$ cat src/rtl/fdsr_pkg.sv
// Shared types and constants for the fixed-point to decimal text unit.
// Holds the controller state type, the command and status structs and the character codes.
// No dependencies.
`default_nettype none

package fdsr_pkg;

	localparam int VALUE_W = 38;
	localparam int CFG_W   = 3;
	localparam int CHAR_W  = 8;
	localparam int DIG_W   = 4;

	localparam logic [CHAR_W-1:0] CH_ZERO  = 8'h30;
	localparam logic [CHAR_W-1:0] CH_DOT   = 8'h2E;
	localparam logic [CHAR_W-1:0] CH_MINUS = 8'h2D;

	localparam logic [DIG_W-1:0] DIG_NINE = 4'd9;
	localparam logic [DIG_W-1:0] DIG_FIVE = 4'd5;

	typedef enum logic [2:0] {
		ST_IDLE,
		ST_CONV,
		ST_ROUND,
		ST_PLACE,
		ST_EMIT
	} state_t;

	// Commands from the controller to the datapath.
	typedef struct packed {
		logic load;
		logic step;
		logic round;
		logic place;
		logic emit;
	} cmd_t;

	// Status from the datapath to the controller.
	typedef struct packed {
		logic conv_last;
		logic emit_last;
	} sts_t;

	// Power of ten, evaluated at elaboration for parameter-derived constants.
	function automatic logic [63:0] pow10(input int n);
		logic [63:0] r;
		r = 64'd1;
		for (int i = 0; i < n; i++) begin
			r = r * 64'd10;
		end
		return r;
	endfunction

endpackage

`default_nettype wire

$ cat src/rtl/fixed_to_decimal_string_rounded_unit.sv
// A signed fixed-point value (value_fixed / 2^FRAC_BITS) taken on start is printed as
// decimal ASCII text, one character per cycle on out_char with out_valid high: an optional
// '-', the integer part without leading zeros, '.', then decimal_places fraction digits
// (clamped to MAX_DECIMALS), rounded half up; last_char marks the final character and
// overflow marks every character of a number saturated to nines. The receiver cannot stall
// the output. An item keeps busy high through conversion by the one-bit-per-cycle binary
// to BCD shifter alongside fraction digit generation, then rounding and start placement,
// then the characters, and a new start is taken in the cycle after the last character.
// decimal_places resets to 2 and is written over the cfg channel while busy is low.
`default_nettype none

module fixed_to_decimal_string_rounded_unit #(
	parameter int INT_DIGITS   = 5,
	parameter int FRAC_BITS    = 20,
	parameter int MAX_DECIMALS = 5
) (
	input  wire logic                                 clk,
	input  wire logic                                 arst_n,
	input  wire logic                                 start,
	output logic                                      busy,
	input  wire logic signed [fdsr_pkg::VALUE_W-1:0]  value_fixed,
	input  wire logic                                 cfg_valid,
	output logic                                      cfg_ready,
	input  wire logic        [fdsr_pkg::CFG_W-1:0]    cfg_data,
	output logic                                      out_valid,
	output logic             [fdsr_pkg::CHAR_W-1:0]   out_char,
	output logic                                      last_char,
	output logic                                      overflow
);

	fdsr_pkg::cmd_t cmd;
	fdsr_pkg::sts_t sts;
	logic [fdsr_pkg::CFG_W-1:0] dec_places_q;

	assign cfg_ready = ~busy;

	always_ff @(posedge clk or negedge arst_n) begin
		if (!arst_n) begin
			dec_places_q <= fdsr_pkg::CFG_W'(2);
		end else if (cfg_valid && cfg_ready) begin
			dec_places_q <= cfg_data;
		end
	end

	fdsr_ctrl u_ctrl (
		.clk       (clk),
		.arst_n    (arst_n),
		.start     (start),
		.sts       (sts),
		.cmd       (cmd),
		.busy      (busy),
		.out_valid (out_valid)
	);

	fdsr_dp #(
		.INT_DIGITS   (INT_DIGITS),
		.FRAC_BITS    (FRAC_BITS),
		.MAX_DECIMALS (MAX_DECIMALS)
	) u_dp (
		.clk            (clk),
		.arst_n         (arst_n),
		.cmd            (cmd),
		.value_fixed    (value_fixed),
		.decimal_places (dec_places_q),
		.sts            (sts),
		.out_char       (out_char),
		.last_char      (last_char),
		.overflow       (overflow)
	);

	// Characters only appear while an item is in flight.
	a_valid_busy: assert property (@(posedge clk) disable iff (!arst_n)
		out_valid |-> busy)
		else $error("character beat while not busy");

	// An accepted start always launches the conversion.
	a_start_busy: assert property (@(posedge clk) disable iff (!arst_n)
		(start && !busy) |=> busy)
		else $error("start accepted but unit not busy");

	// The final character ends the text: no beat follows it directly.
	a_last_ends: assert property (@(posedge clk) disable iff (!arst_n)
		(out_valid && last_char) |=> !out_valid)
		else $error("beat after last character");

	// Within one text the characters come back to back with the same overflow flag.
	a_text_steady: assert property (@(posedge clk) disable iff (!arst_n)
		(out_valid && !last_char) |=> (out_valid && overflow == $past(overflow)))
		else $error("text interrupted or overflow flag changed");

endmodule

`default_nettype wire

$ cat src/rtl/fdsr_ctrl.sv
// Controller state machine for the fixed-point to decimal text unit.
// Sequences load, conversion steps, rounding, start placement and character output.
// Depends on fdsr_pkg.
`default_nettype none

module fdsr_ctrl (
	input  wire logic          clk,
	input  wire logic          arst_n,
	input  wire logic          start,
	input  wire fdsr_pkg::sts_t sts,
	output fdsr_pkg::cmd_t     cmd,
	output logic               busy,
	output logic               out_valid
);

	fdsr_pkg::state_t state_q, state_nx;

	always_ff @(posedge clk or negedge arst_n) begin
		if (!arst_n) begin
			state_q <= fdsr_pkg::ST_IDLE;
		end else begin
			state_q <= state_nx;
		end
	end

	always_comb begin
		state_nx  = state_q;
		cmd       = '0;
		busy      = 1'b1;
		out_valid = 1'b0;
		case (state_q)
			fdsr_pkg::ST_IDLE: begin
				busy = 1'b0;
				if (start) begin
					cmd.load = 1'b1;
					state_nx = fdsr_pkg::ST_CONV;
				end
			end
			fdsr_pkg::ST_CONV: begin
				cmd.step = 1'b1;
				if (sts.conv_last) begin
					state_nx = fdsr_pkg::ST_ROUND;
				end
			end
			fdsr_pkg::ST_ROUND: begin
				cmd.round = 1'b1;
				state_nx  = fdsr_pkg::ST_PLACE;
			end
			fdsr_pkg::ST_PLACE: begin
				cmd.place = 1'b1;
				state_nx  = fdsr_pkg::ST_EMIT;
			end
			fdsr_pkg::ST_EMIT: begin
				cmd.emit  = 1'b1;
				out_valid = 1'b1;
				if (sts.emit_last) begin
					state_nx = fdsr_pkg::ST_IDLE;
				end
			end
			default: begin
				state_nx = fdsr_pkg::ST_IDLE;
			end
		endcase
	end

endmodule

`default_nettype wire

$ cat src/rtl/fdsr_dp.sv
// Datapath of the fixed-point to decimal text unit: sign and magnitude, binary to BCD
// of the integer part, fraction digit generation, rounding and the character select.
// Depends on fdsr_pkg.
`default_nettype none

module fdsr_dp #(
	parameter int INT_DIGITS   = 5,
	parameter int FRAC_BITS    = 20,
	parameter int MAX_DECIMALS = 5
) (
	input  wire logic                             clk,
	input  wire logic                             arst_n,
	input  wire fdsr_pkg::cmd_t                   cmd,
	input  wire logic [fdsr_pkg::VALUE_W-1:0]     value_fixed,
	input  wire logic [fdsr_pkg::CFG_W-1:0]       decimal_places,
	output fdsr_pkg::sts_t                        sts,
	output logic      [fdsr_pkg::CHAR_W-1:0]      out_char,
	output logic                                  last_char,
	output logic                                  overflow
);

	localparam int IW       = fdsr_pkg::VALUE_W - FRAC_BITS;
	localparam int NF       = MAX_DECIMALS + 1;
	localparam int CONV_CYC = (IW > NF) ? IW : NF;
	localparam int SW       = $clog2(CONV_CYC);
	localparam int NSLOT    = INT_DIGITS + 2 + MAX_DECIMALS;
	localparam int PW       = $clog2(NSLOT);
	localparam logic [63:0] INT_LIMIT = fdsr_pkg::pow10(INT_DIGITS);

	localparam int DW = fdsr_pkg::DIG_W;

	logic                        neg_q;
	logic                        ovf_q;
	logic [fdsr_pkg::CFG_W-1:0]  dec_q;
	logic [IW-1:0]               ishift_q;
	logic [FRAC_BITS-1:0]        frac_q;
	logic [SW-1:0]               step_q;
	logic [PW-1:0]               slot_q;
	logic [INT_DIGITS-1:0][DW-1:0] int_dig_q, int_step, int_rnd;
	logic [NF-1:0][DW-1:0]       frac_dig_q, frac_rnd;

	logic [fdsr_pkg::VALUE_W-1:0] mag;
	logic [IW-1:0]                ipart;
	logic                         ovf_load;
	logic [FRAC_BITS+3:0]         frac_x10;
	logic                         ovf_rnd;
	logic [PW-1:0]                lead_slot;

	// Sign and magnitude; the most negative input gives 2^37, which fits unsigned.
	assign mag      = value_fixed[fdsr_pkg::VALUE_W-1] ? (~value_fixed + 1'b1) : value_fixed;
	assign ipart    = mag[fdsr_pkg::VALUE_W-1:FRAC_BITS];
	assign ovf_load = ({{(64-IW){1'b0}}, ipart} >= INT_LIMIT);

	assign frac_x10 = ({4'b0000, frac_q} << 3) + ({4'b0000, frac_q} << 1);

	// One double-dabble step: correct each BCD digit, then shift the next binary bit in.
	always_comb begin
		logic [INT_DIGITS-1:0][DW-1:0] adj;
		for (int i = 0; i < INT_DIGITS; i++) begin
			adj[i] = (int_dig_q[i] >= fdsr_pkg::DIG_FIVE) ? (int_dig_q[i] + 4'd3) : int_dig_q[i];
		end
		for (int i = 0; i < INT_DIGITS; i++) begin
			if (i == 0) begin
				int_step[i] = {adj[i][DW-2:0], ishift_q[IW-1]};
			end else begin
				int_step[i] = {adj[i][DW-2:0], adj[i-1][DW-1]};
			end
		end
	end

	// Round half up on the digit after the last printed one. A digit is incremented
	// when every printed digit below it is nine; a carry out of the top saturates.
	always_comb begin
		logic                  round_up;
		logic                  frac_all_nine;
		logic                  all_nine;
		logic [NF-1:0]         below_f;
		logic [INT_DIGITS-1:0] below_i;
		logic                  run;
		round_up = 1'b0;
		for (int k = 0; k < NF; k++) begin
			if (k == int'(dec_q) && frac_dig_q[k] >= fdsr_pkg::DIG_FIVE) begin
				round_up = 1'b1;
			end
		end
		frac_all_nine = 1'b1;
		for (int k = 0; k < NF; k++) begin
			if (k < int'(dec_q) && frac_dig_q[k] != fdsr_pkg::DIG_NINE) begin
				frac_all_nine = 1'b0;
			end
		end
		for (int k = 0; k < NF; k++) begin
			below_f[k] = 1'b1;
			for (int m = 0; m < NF; m++) begin
				if (m > k && m < int'(dec_q) && frac_dig_q[m] != fdsr_pkg::DIG_NINE) begin
					below_f[k] = 1'b0;
				end
			end
		end
		for (int i = 0; i < INT_DIGITS; i++) begin
			below_i[i] = frac_all_nine;
			for (int j = 0; j < INT_DIGITS; j++) begin
				if (j < i && int_dig_q[j] != fdsr_pkg::DIG_NINE) begin
					below_i[i] = 1'b0;
				end
			end
		end
		run = 1'b1;
		for (int i = 0; i < INT_DIGITS; i++) begin
			if (int_dig_q[i] != fdsr_pkg::DIG_NINE) begin
				run = 1'b0;
			end
		end
		all_nine = frac_all_nine & run;
		ovf_rnd  = ovf_q | (round_up & all_nine);
		for (int k = 0; k < NF; k++) begin
			if (ovf_rnd) begin
				frac_rnd[k] = fdsr_pkg::DIG_NINE;
			end else if (k < int'(dec_q) && round_up && below_f[k]) begin
				frac_rnd[k] = (frac_dig_q[k] == fdsr_pkg::DIG_NINE) ? '0 : (frac_dig_q[k] + 4'd1);
			end else begin
				frac_rnd[k] = frac_dig_q[k];
			end
		end
		for (int i = 0; i < INT_DIGITS; i++) begin
			if (ovf_rnd) begin
				int_rnd[i] = fdsr_pkg::DIG_NINE;
			end else if (round_up && below_i[i]) begin
				int_rnd[i] = (int_dig_q[i] == fdsr_pkg::DIG_NINE) ? '0 : (int_dig_q[i] + 4'd1);
			end else begin
				int_rnd[i] = int_dig_q[i];
			end
		end
	end

	// Slot of the first integer digit printed: leading zeros are suppressed
	// down to the ones digit.
	always_comb begin
		lead_slot = PW'(INT_DIGITS);
		for (int j = INT_DIGITS - 1; j >= 0; j--) begin
			if (int_dig_q[INT_DIGITS-1-j] != '0) begin
				lead_slot = PW'(j + 1);
			end
		end
	end

	always_ff @(posedge clk or negedge arst_n) begin
		if (!arst_n) begin
			step_q <= '0;
			slot_q <= '0;
		end else begin
			if (cmd.load) begin
				step_q <= '0;
			end else if (cmd.step) begin
				step_q <= step_q + 1'b1;
			end
			if (cmd.place) begin
				slot_q <= neg_q ? '0 : lead_slot;
			end else if (cmd.emit) begin
				slot_q <= (slot_q == '0) ? lead_slot : (slot_q + 1'b1);
			end
		end
	end

	always_ff @(posedge clk) begin
		if (cmd.load) begin
			neg_q     <= value_fixed[fdsr_pkg::VALUE_W-1];
			ovf_q     <= ovf_load;
			dec_q     <= (decimal_places > fdsr_pkg::CFG_W'(MAX_DECIMALS))
				? fdsr_pkg::CFG_W'(MAX_DECIMALS) : decimal_places;
			ishift_q  <= ipart;
			frac_q    <= mag[FRAC_BITS-1:0];
			int_dig_q <= '0;
		end else if (cmd.step) begin
			if (int'(step_q) < IW) begin
				int_dig_q <= int_step;
				ishift_q  <= ishift_q << 1;
			end
			if (int'(step_q) < NF) begin
				frac_q <= frac_x10[FRAC_BITS-1:0];
				for (int k = 0; k < NF; k++) begin
					if (int'(step_q) == k) begin
						frac_dig_q[k] <= frac_x10[FRAC_BITS+3:FRAC_BITS];
					end
				end
			end
		end else if (cmd.round) begin
			int_dig_q  <= int_rnd;
			frac_dig_q <= frac_rnd;
			ovf_q      <= ovf_rnd;
		end
	end

	// Character select over the slot sequence: sign, integer digits, point, fraction.
	always_comb begin
		out_char = fdsr_pkg::CH_MINUS;
		for (int j = 0; j < INT_DIGITS; j++) begin
			if (int'(slot_q) == j + 1) begin
				out_char = fdsr_pkg::CH_ZERO | {4'b0000, int_dig_q[INT_DIGITS-1-j]};
			end
		end
		if (int'(slot_q) == INT_DIGITS + 1) begin
			out_char = fdsr_pkg::CH_DOT;
		end
		for (int k = 0; k < MAX_DECIMALS; k++) begin
			if (int'(slot_q) == INT_DIGITS + 2 + k) begin
				out_char = fdsr_pkg::CH_ZERO | {4'b0000, frac_dig_q[k]};
			end
		end
	end

	assign last_char     = (int'(slot_q) == INT_DIGITS + 1 + int'(dec_q));
	assign overflow      = ovf_q;
	assign sts.emit_last = last_char;
	assign sts.conv_last = (int'(step_q) == CONV_CYC - 1);

endmodule

`default_nettype wire
$ cat config.mk
export PLATFORM = sky130hd
export DESIGN_NAME = fixed_to_decimal_string_rounded_unit
export DESIGN_NICKNAME = d
export VERILOG_FILES = /design/src/rtl/fdsr_pkg.sv /design/src/rtl/fixed_to_decimal_string_rounded_unit.sv /design/src/rtl/fdsr_ctrl.sv /design/src/rtl/fdsr_dp.sv
export SDC_FILE = /design/constraint.sdc
export NUM_CORES = 1
export LEC_CHECK = 0
export CORE_MARGIN = 3
export CORE_UTILIZATION = 25
export CTS_CLUSTER_DIAMETER = 40
export DETAILED_ROUTE_END_ITERATION = 16
export DONT_BUFFER_PORTS = 1
export GPL_TIMING_DRIVEN = 0
export PLACE_DENSITY = 0.37
export SLEW_MARGIN = 0
export SYNTH_ARGS = -nofsm -noshare
export SYNTH_HDL_FRONTEND = slang
export SYNTH_HIERARCHICAL = 1
export SYNTH_SLANG_ARGS = --single-unit
$ cat constraint.sdc
create_clock -name clk -period 3.7 [get_ports clk]
set_input_delay 0.555 -clock clk [delete_from_list [all_inputs] [get_ports clk]]
set_output_delay 0.555 -clock clk [all_outputs]
set_load 0.03 [all_outputs]
==> impl_metrics.py, run 1 <==
metrics = {
    "sta": {
        "fin_tns_setup_ns": 0,
        "layout_worst_path_cycle_share": 0.9466,
        "timing_max_transition_violations_final": 0,
        "worst_slew_margin_rel": 0.1569,
        "finalCriticalPeriod_ns": 3.502,
        "finalHoldViolations": 0,
        "worst_clock_skew_ns": 0.01026,
        "worst_slack_ns": 0.1975,
        "max_slew.worst_pin.slew_ns": 1.262,
        "achievable-frequency_ghz": 0.2855,
        "worst_hold_slack_ns": 0.2759,
        "setup-violations-final": 0,
        "grt_setup_unrepaired": "false",
    },
    "clocking": {
        "worst_setup_hold_path_clk_slew_ns": 0.08,
        "ctsHtreeMaxLevel": 3,
        "clockBufferDepth": 2,
        "clockRootBuffer": "sky130_fd_sc_hd__clkbuf_16",
        "tritoncts_clock_tree": "done",
        "clock_network_latency_to_the_later_pin_of_the_worst_skew_pair_ns": 0.38,
        "inserted_clock_buffers": 9,
        "clock-sinks": 102,
    },
    "floorplanning": {
        "core-area_sq_um": 34630,
        "num_io_pins": 58,
        "die-area_sq_um": 37570,
        "die_width_microns": 193.8,
        "floorplan.initialDensity": 0.2547,
        "row_cnt": 68,
        "chipHeight_microns": 193.8,
    },
    "yosys": {
        "top_reg_cell_synth": "sky130_fd_sc_hd__edfxtp_1",
        "synth.yosys.seq_area_share": 0.3162,
        "synthDistinctLibCells": 81,
        "synth_area_per_cell_sq_um": 8.393,
        "postSynthRegisterBits": 102,
        "yosys_warnings": 6,
        "async_reset_ff_frac": 0.1471,
        "cell_count_after_synthesis": 1051,
        "synth_edf_count": 67,
        "post_synth_instance_area_sq_um": 8821,
    },
    "route": {
        "drt-vias-per-instance": 5.142,
        "first_pass_iters": 5,
        "routed_wl_microns": 30180,
        "routedWlPerCell_microns": 19.78,
        "vias": 7847,
        "final_ant_viol_nets": 0,
        "drc": 0,
        "drtIter0Drc": 505,
    },
    "critical_path": {
        "critPathTopFamily": "compound AO/OA/AOI/OAI gates",
        "path_cells": "ha_1 > inv_1 > fa_1 > nor2b_1 > o31a_1 > o21ai_0 > a21oi_1 > o41ai_1 > mux2i_2 > a31o_2",
        "worst-path-buf-inv": 1,
        "worst-path-stages": 10,
        "timing.critical_path.required_ns": 3.95,
        "cp_max_fo": 6,
        "worstSetupPathType": "flop to flop",
        "slowest_stage": "sky130_fd_sc_hd__mux2i_2",
        "r2r_slack_ns": 0.20,
        "critPathLaunch": "u_dp/frac_q[0]$_SDFFCE_PN0P_",
        "critical_path.endpoint_type": "flop",
        "arrival_ns": 3.76,
        "timing.rr.end": "u_dp/frac_dig_q[17]$_DFFE_PP_",
        "crit-reg2reg-launch": "u_dp/frac_q[0]$_SDFFCE_PN0P_",
        "critPathMaxStageDelay_ns": 0.72,
        "r2r.worst_path.cells": 10,
        "critical_path.startpoint_type": "flop",
    },
    "final_layout": {
        "area_growth_syn_to_layout_pct": 10.96,
        "final_nets": 1178,
        "layout-drive-gt1-share": 0.07470,
        "share_of_the_core_filled_with_cells": 0.2827,
        "antenna-diode-count": 0,
        "final_common_cell": "sky130_fd_sc_hd__nor2_1",
        "most-common-layout-cells": "sky130_fd_sc_hd__nor2_1 (101), sky130_fd_sc_hd__nand2_1 (94), sky130_fd_sc_hd__o21ai_0 (83)",
    },
    "grt": {
        "overflow": 0,
        "global_route.usage.total": 0.1582,
        "grt_start_max_net_pins": 21,
        "grt_pass1_vias": 7679,
        "grt_antenna_before_repair": 1,
        "grt_first_pass_wirelength_microns": 46640,
    },
    "pwr": {
        "vdd_drop_max_uv": 320.5,
        "pwr_dens_nw_per_um2": 1023,
        "leakagePower_nw": 3.660,
    },
    "placed_design": {
        "hpwl_microns": 22720,
        "gp_congestion": 0.7986,
        "dp_worst_setup_slack_ns": -1.087,
        "buffer_ports.inserted": 0,
    },
    "run_status": {
        "run_status": "finished, final reports clean",
    },
    "min_path": {
        "hold_path_startpoint": "value_fixed[37]",
        "min_to": "u_dp/neg_q$_DFFE_PP_",
        "min_path_cells": 0,
        "worst_hold_path_type": "input pin to flop",
    },
    "job": {
        "max-cap-violations": 0,
    },
}
-- state kept, by name, indices dropped and copies added (netlist names) --
| name | count |
|---|---|
| u_dp/ishift_q | 18 |
| u_dp/int_dig_q | 20 |
| u_dp/slot_q | 4 |
| dec_places_q | 3 |
| u_dp/overflow | 1 |
| u_dp/frac_dig_q | 24 |
| u_dp/frac_q | 20 |
| u_ctrl/state_q | 3 |
| u_dp/step_q | 5 |
| u_dp/neg_q | 1 |
| u_dp/dec_q | 3 |
-- where the power goes --
part           switching [W]  total (W)  internal [W]
logic                0.00394    0.00630       0.00236
clock network       0.000518   0.000984      0.000466
registers           0.000545    0.00273       0.00219
-- worst reg2reg max path: cells and delay by family (launching register included) --
kind / cells / cell delay [ns]
and+or+nand+nor: 1 / 0.08
buffers and inverters: 1 / 0.07
DFF: 1 / 0.41
muxes: 1 / 0.72
adders and majority gates: 2 / 0.43
AOI/OAI and AO/OA: 5 / 1.67
-- kinds of logic after synthesis --
kind of cell | after synthesis | synth area share
flops | 102 | 0.3162
mux | 12 | 0.01560
compound gates | 324 | 0.2392
buf+inv | 110 | 0.04936
fa+ha+maj | 67 | 0.09589
other cells | 2 | 0.0008514
simple gates | 365 | 0.2145
xor+xnor | 69 | 0.06851
-- worst max path at each step --
| stage | endpoint | slack, ns |
|---|---|---|
| 2_1_floorplan | u_dp/frac_dig_q[10]$_DFFE_PP_ | 0.60 |
| 3_3_place_gp | u_dp/frac_dig_q[11]$_DFFE_PP_ | -1.15 |
| 3_5_place_dp | u_dp/frac_dig_q[11]$_DFFE_PP_ | -1.09 |
| 4_1_cts | u_dp/frac_dig_q[14]$_DFFE_PP_ | -0.27 |
| 5_1_grt | u_dp/frac_dig_q[11]$_DFFE_PP_ | 0.03 |
| 6_report | u_dp/frac_dig_q[17]$_DFFE_PP_ | 0.20 |
-- metrics by stage --
| stage | cells | power (W) | area [sq um] |
|---|---|---|---|
| 2_1_floorplan | 1052 | 0.007099 | 8825 |
| 3_3_place_gp | 1507 | 0.008973 | 9394 |
| 3_5_place_dp | 1507 | 0.008965 | 9405 |
| 4_1_cts | 1526 | 0.01006 | 9744 |
| 5_1_grt | 1526 | 0.01097 | 9788 |
| 6_report | 1526 | 0.01001 | 9788 |
-- cell usage after synthesis (24+ instances only) --
library cell	n	area share
sky130_fd_sc_hd__xnor2_1	36	0.036
sky130_fd_sc_hd__a211oi_1	26	0.022
sky130_fd_sc_hd__nand2b_1	26	0.018
sky130_fd_sc_hd__xor2_1	33	0.033
sky130_fd_sc_hd__o21ai_0	83	0.047
sky130_fd_sc_hd__nor2_1	102	0.043
sky130_fd_sc_hd__inv_1	54	0.023
sky130_fd_sc_hd__clkbuf_1	39	0.017
sky130_fd_sc_hd__nand3_1	24	0.014
sky130_fd_sc_hd__edfxtp_1	67	0.23
sky130_fd_sc_hd__nand2_1	94	0.040
sky130_fd_sc_hd__ha_1	66	0.094
sky130_fd_sc_hd__a21oi_1	83	0.047
-- area by class of cell --
| cell class | instances | area [sq um] |
|---|---|---|
| tap | 455 | 569.3 |
| timing repair buffer | 3 | 25.02 |
| buffer | 56 | 237.7 |
| clock inverter | 7 | 56.30 |
| sequential | 102 | 2789 |
| inverter | 54 | 202.7 |
| fill | 3781 | 24840 |
| multi-input combinational | 840 | 5683 |
| clock buffer | 9 | 225.2 |
-- metal layers --
metal / vias to the layer above / wire length [microns] / track usage
li1: 3890 / - / -
met1: 3788 / 15030 / 0.2302
met2: 157 / 13600 / 0.2509
met3: 12 / 1260 / 0.01946
met4: 0 / 299 / 0.03670
met5: - / 0 / 0
-- repair_timing --
item / CTS / global route
pin swaps: 1 / 0
endpoints found under the setup margin: 61 / 65
hold buffers: 1 / 0
hold endpoints to repair: 15 / 0
gates resized for setup: 7 / 13
setup buffers: 2 / 0
Note: power is estimated with default switching activity, not from simulation.
==> run 2: changes to the inputs <==
--- a/config.mk
+++ b/config.mk
@@ -12,6 +12,7 @@
 export DONT_BUFFER_PORTS = 1
 export GPL_TIMING_DRIVEN = 0
 export PLACE_DENSITY = 0.37
+export REMOVE_ABC_BUFFERS = 1
 export SLEW_MARGIN = 0
 export SYNTH_ARGS = -nofsm -noshare
 export SYNTH_HDL_FRONTEND = slang
==> run 2 against run 1 <==
  * Register-to-register slack better by 0.03 ns
  * Sequential power is 5% higher
  * Critical path depth decreased by 1
  * Cell count is 3.0% lower
  * Die area stayed put
  * Sequential share of layout area increased by 0.16 points
  * Cell area shrank 0.56%
  * Combinational power shrank 6.0%
  * Critical path type is now flop to output port
  * Largest cell class unchanged
  * Highest routed layer unchanged
==> impl_metrics.py, run 2 (same netlist as run 1, synthesis figures left out) <==
metrics = {
    "critical_path": {
        "critPathLaunch": "u_dp/slot_q[1]$_DFFE_PN0P_",
        "critPathMaxStageDelay_ns": 0.65,
        "slowest_stage": "sky130_fd_sc_hd__ha_1",
        "timing.critical_path.required_ns": 3.14,
        "worst-path-buf-inv": 1,
        "crit-reg2reg-launch": "u_dp/frac_dig_q[5]$_DFFE_PP_",
        "arrival_ns": 2.95,
        "path_cells": "inv_1 > ha_1 > nor3b_1 > o31a_1 > o221a_2 > nor2_1 > a31oi_1 > o22ai_1 > a32o_2",
        "cp_max_fo": 21,
        "critPathTopFamily": "compound AO/OA/AOI/OAI gates",
        "critical_path.endpoint_type": "output port",
        "critical_path.startpoint_type": "flop",
        "worstSetupPathType": "flop to output port",
    },
    "sta": {
        "worst_slew_margin_rel": 0.2713,
        "worst_hold_slack_ns": 0.2947,
        "timing_max_transition_violations_final": 0,
        "layout_worst_path_cycle_share": 0.9463,
        "finalCriticalPeriod_ns": 3.501,
        "setup-violations-final": 0,
        "max_slew.worst_pin.slew_ns": 1.086,
        "achievable-frequency_ghz": 0.2856,
        "finalHoldViolations": 0,
        "worst_slack_ns": 0.1988,
        "fin_tns_setup_ns": 0,
        "grt_setup_unrepaired": "false",
        "worst_clock_skew_ns": 0.01171,
    },
    "grt": {
        "overflow": 0,
        "grt_start_max_net_pins": 45,
        "global_route.usage.total": 0.1395,
        "grt_first_pass_wirelength_microns": 42150,
        "grt_pass1_vias": 7486,
        "grt_antenna_before_repair": 0,
    },
    "final_layout": {
        "final_nets": 1132,
        "final_common_cell": "sky130_fd_sc_hd__nor2_1",
        "area_growth_syn_to_layout_pct": 10.34,
        "seq_area_sq_um": 2789,
        "layout-drive-gt1-share": 0.08293,
        "antenna-diode-count": 0,
        "largest_reg_flops": 24,
        "most-common-layout-cells": "sky130_fd_sc_hd__nor2_1 (100), sky130_fd_sc_hd__nand2_1 (92), sky130_fd_sc_hd__a21oi_1 (83), sky130_fd_sc_hd__o21ai_0 (83), sky130_fd_sc_hd__edfxtp_1 (67)",
        "max_flop_register": "u_dp/frac_dig_q",
        "top_regs": "u_dp/frac_dig_q x24, u_dp/frac_q x20, u_dp/int_dig_q x20",
        "multi_input_area_sq_um": 5708,
        "num-fill-cells": 3683,
    },
    "run_status": {
        "run_status": "finished, final reports clean",
    },
    "route": {
        "drt-vias-per-instance": 5.060,
        "vias": 7489,
        "routed_wl_microns": 26550,
        "final_ant_viol_nets": 0,
        "drtIter0Drc": 420,
        "first_pass_iters": 5,
        "drc": 0,
        "routedWlPerCell_microns": 17.94,
    },
    "floorplanning": {
        "num_io_pins": 58,
        "floorplan.initialDensity": 0.2547,
        "die_width_microns": 193.8,
        "core-area_sq_um": 34630,
        "chipHeight_microns": 193.8,
        "row_cnt": 68,
        "die-area_sq_um": 37570,
    },
    "clocking": {
        "ctsHtreeMaxLevel": 3,
        "worst_setup_hold_path_clk_slew_ns": 0.08,
        "clock-sinks": 102,
        "tritoncts_clock_tree": "done",
        "clockRootBuffer": "sky130_fd_sc_hd__clkbuf_16",
        "clockBufferDepth": 2,
        "inserted_clock_buffers": 9,
        "clock_network_latency_to_the_later_pin_of_the_worst_skew_pair_ns": 0.37,
    },
    "pwr": {
        "vdd_drop_max_uv": 304.4,
        "power.total_w": 0.009800,
        "pwr_dens_nw_per_um2": 1007,
        "leakagePower_nw": 3.643,
    },
    "placed_design": {
        "dp_worst_setup_slack_ns": -0.8952,
        "gp_congestion": 0.7651,
        "hpwl_microns": 19610,
        "buffer_ports.inserted": 0,
    },
    "min_path": {
        "hold_path_startpoint": "value_fixed[37]",
        "worst_hold_path_type": "input pin to flop",
    },
    "job": {
        "max-cap-violations": 0,
    },
}
run 2: final cells by class:
cell class                 instances  area share
clock buffer                      10     0.02571
clock inverter                     6    0.004756
inverter                          54     0.02083
multi-input combinational        840      0.5865
sequential                       102      0.2865
tap                              455     0.05849
timing repair buffer              13     0.01723
run 2: repair_timing:
item,4_1_cts,5_1_grt
resized for setup,5,11
hold buffers,1,0
setup buffers,2,0
pin swaps,1,0
setup endpoints to repair,76,50
hold endpoints to repair,15,0
run 2: routing by layer:
metal,global-route usage,part of all wire,vias to the layer above,wire length [microns]
met5,0,0,-,0
met4,0.03723,0.014,0,365
met3,0.02155,0.030,18,803
met2,0.2205,0.45,114,12020
met1,0.1991,0.50,3569,13360
li1,-,-,3788,-
run 2: final timing paths:
| path | to | slack, ns | cells after the start |
|---|---|---|---|
| max | out_char[0] | 0.20 | 9 |
| min | u_dp/neg_q$_DFFE_PP_ | 0.29 | 0 |
| max reg2reg | u_dp/frac_dig_q[23]$_DFFE_PP_ | 0.23 | 10 |
| min reg2reg | dec_places_q[0]$_DFFE_PN0P_ | 0.52 | 1 |
| max in group asynchronous | u_dp/step_q[3]$_DFFE_PN0P_ | 2.49 | 1 |
| min in group asynchronous | dec_places_q[2]$_DFFE_PN0P_ | 0.71 | 1 |
run 2: power by group:
| part | switching, W | internal, W |
|---|---|---|
| clock | 0.000511 | 0.000509 |
| sequential | 0.000678 | 0.00218 |
| combinational | 0.00352 | 0.00240 |
| total | 0.00471 | 0.00509 |
run 2: stage by stage:
stage	cell area (sq um)	utilization	std cells
after global routing	9733	0.2811	1480
after detailed placement	9335	0.2696	1461
after global placement	9161	0.2646	1451
after floorplan	8592	-	996
final	9733	0.2811	1480
after CTS	9677	0.2794	1480
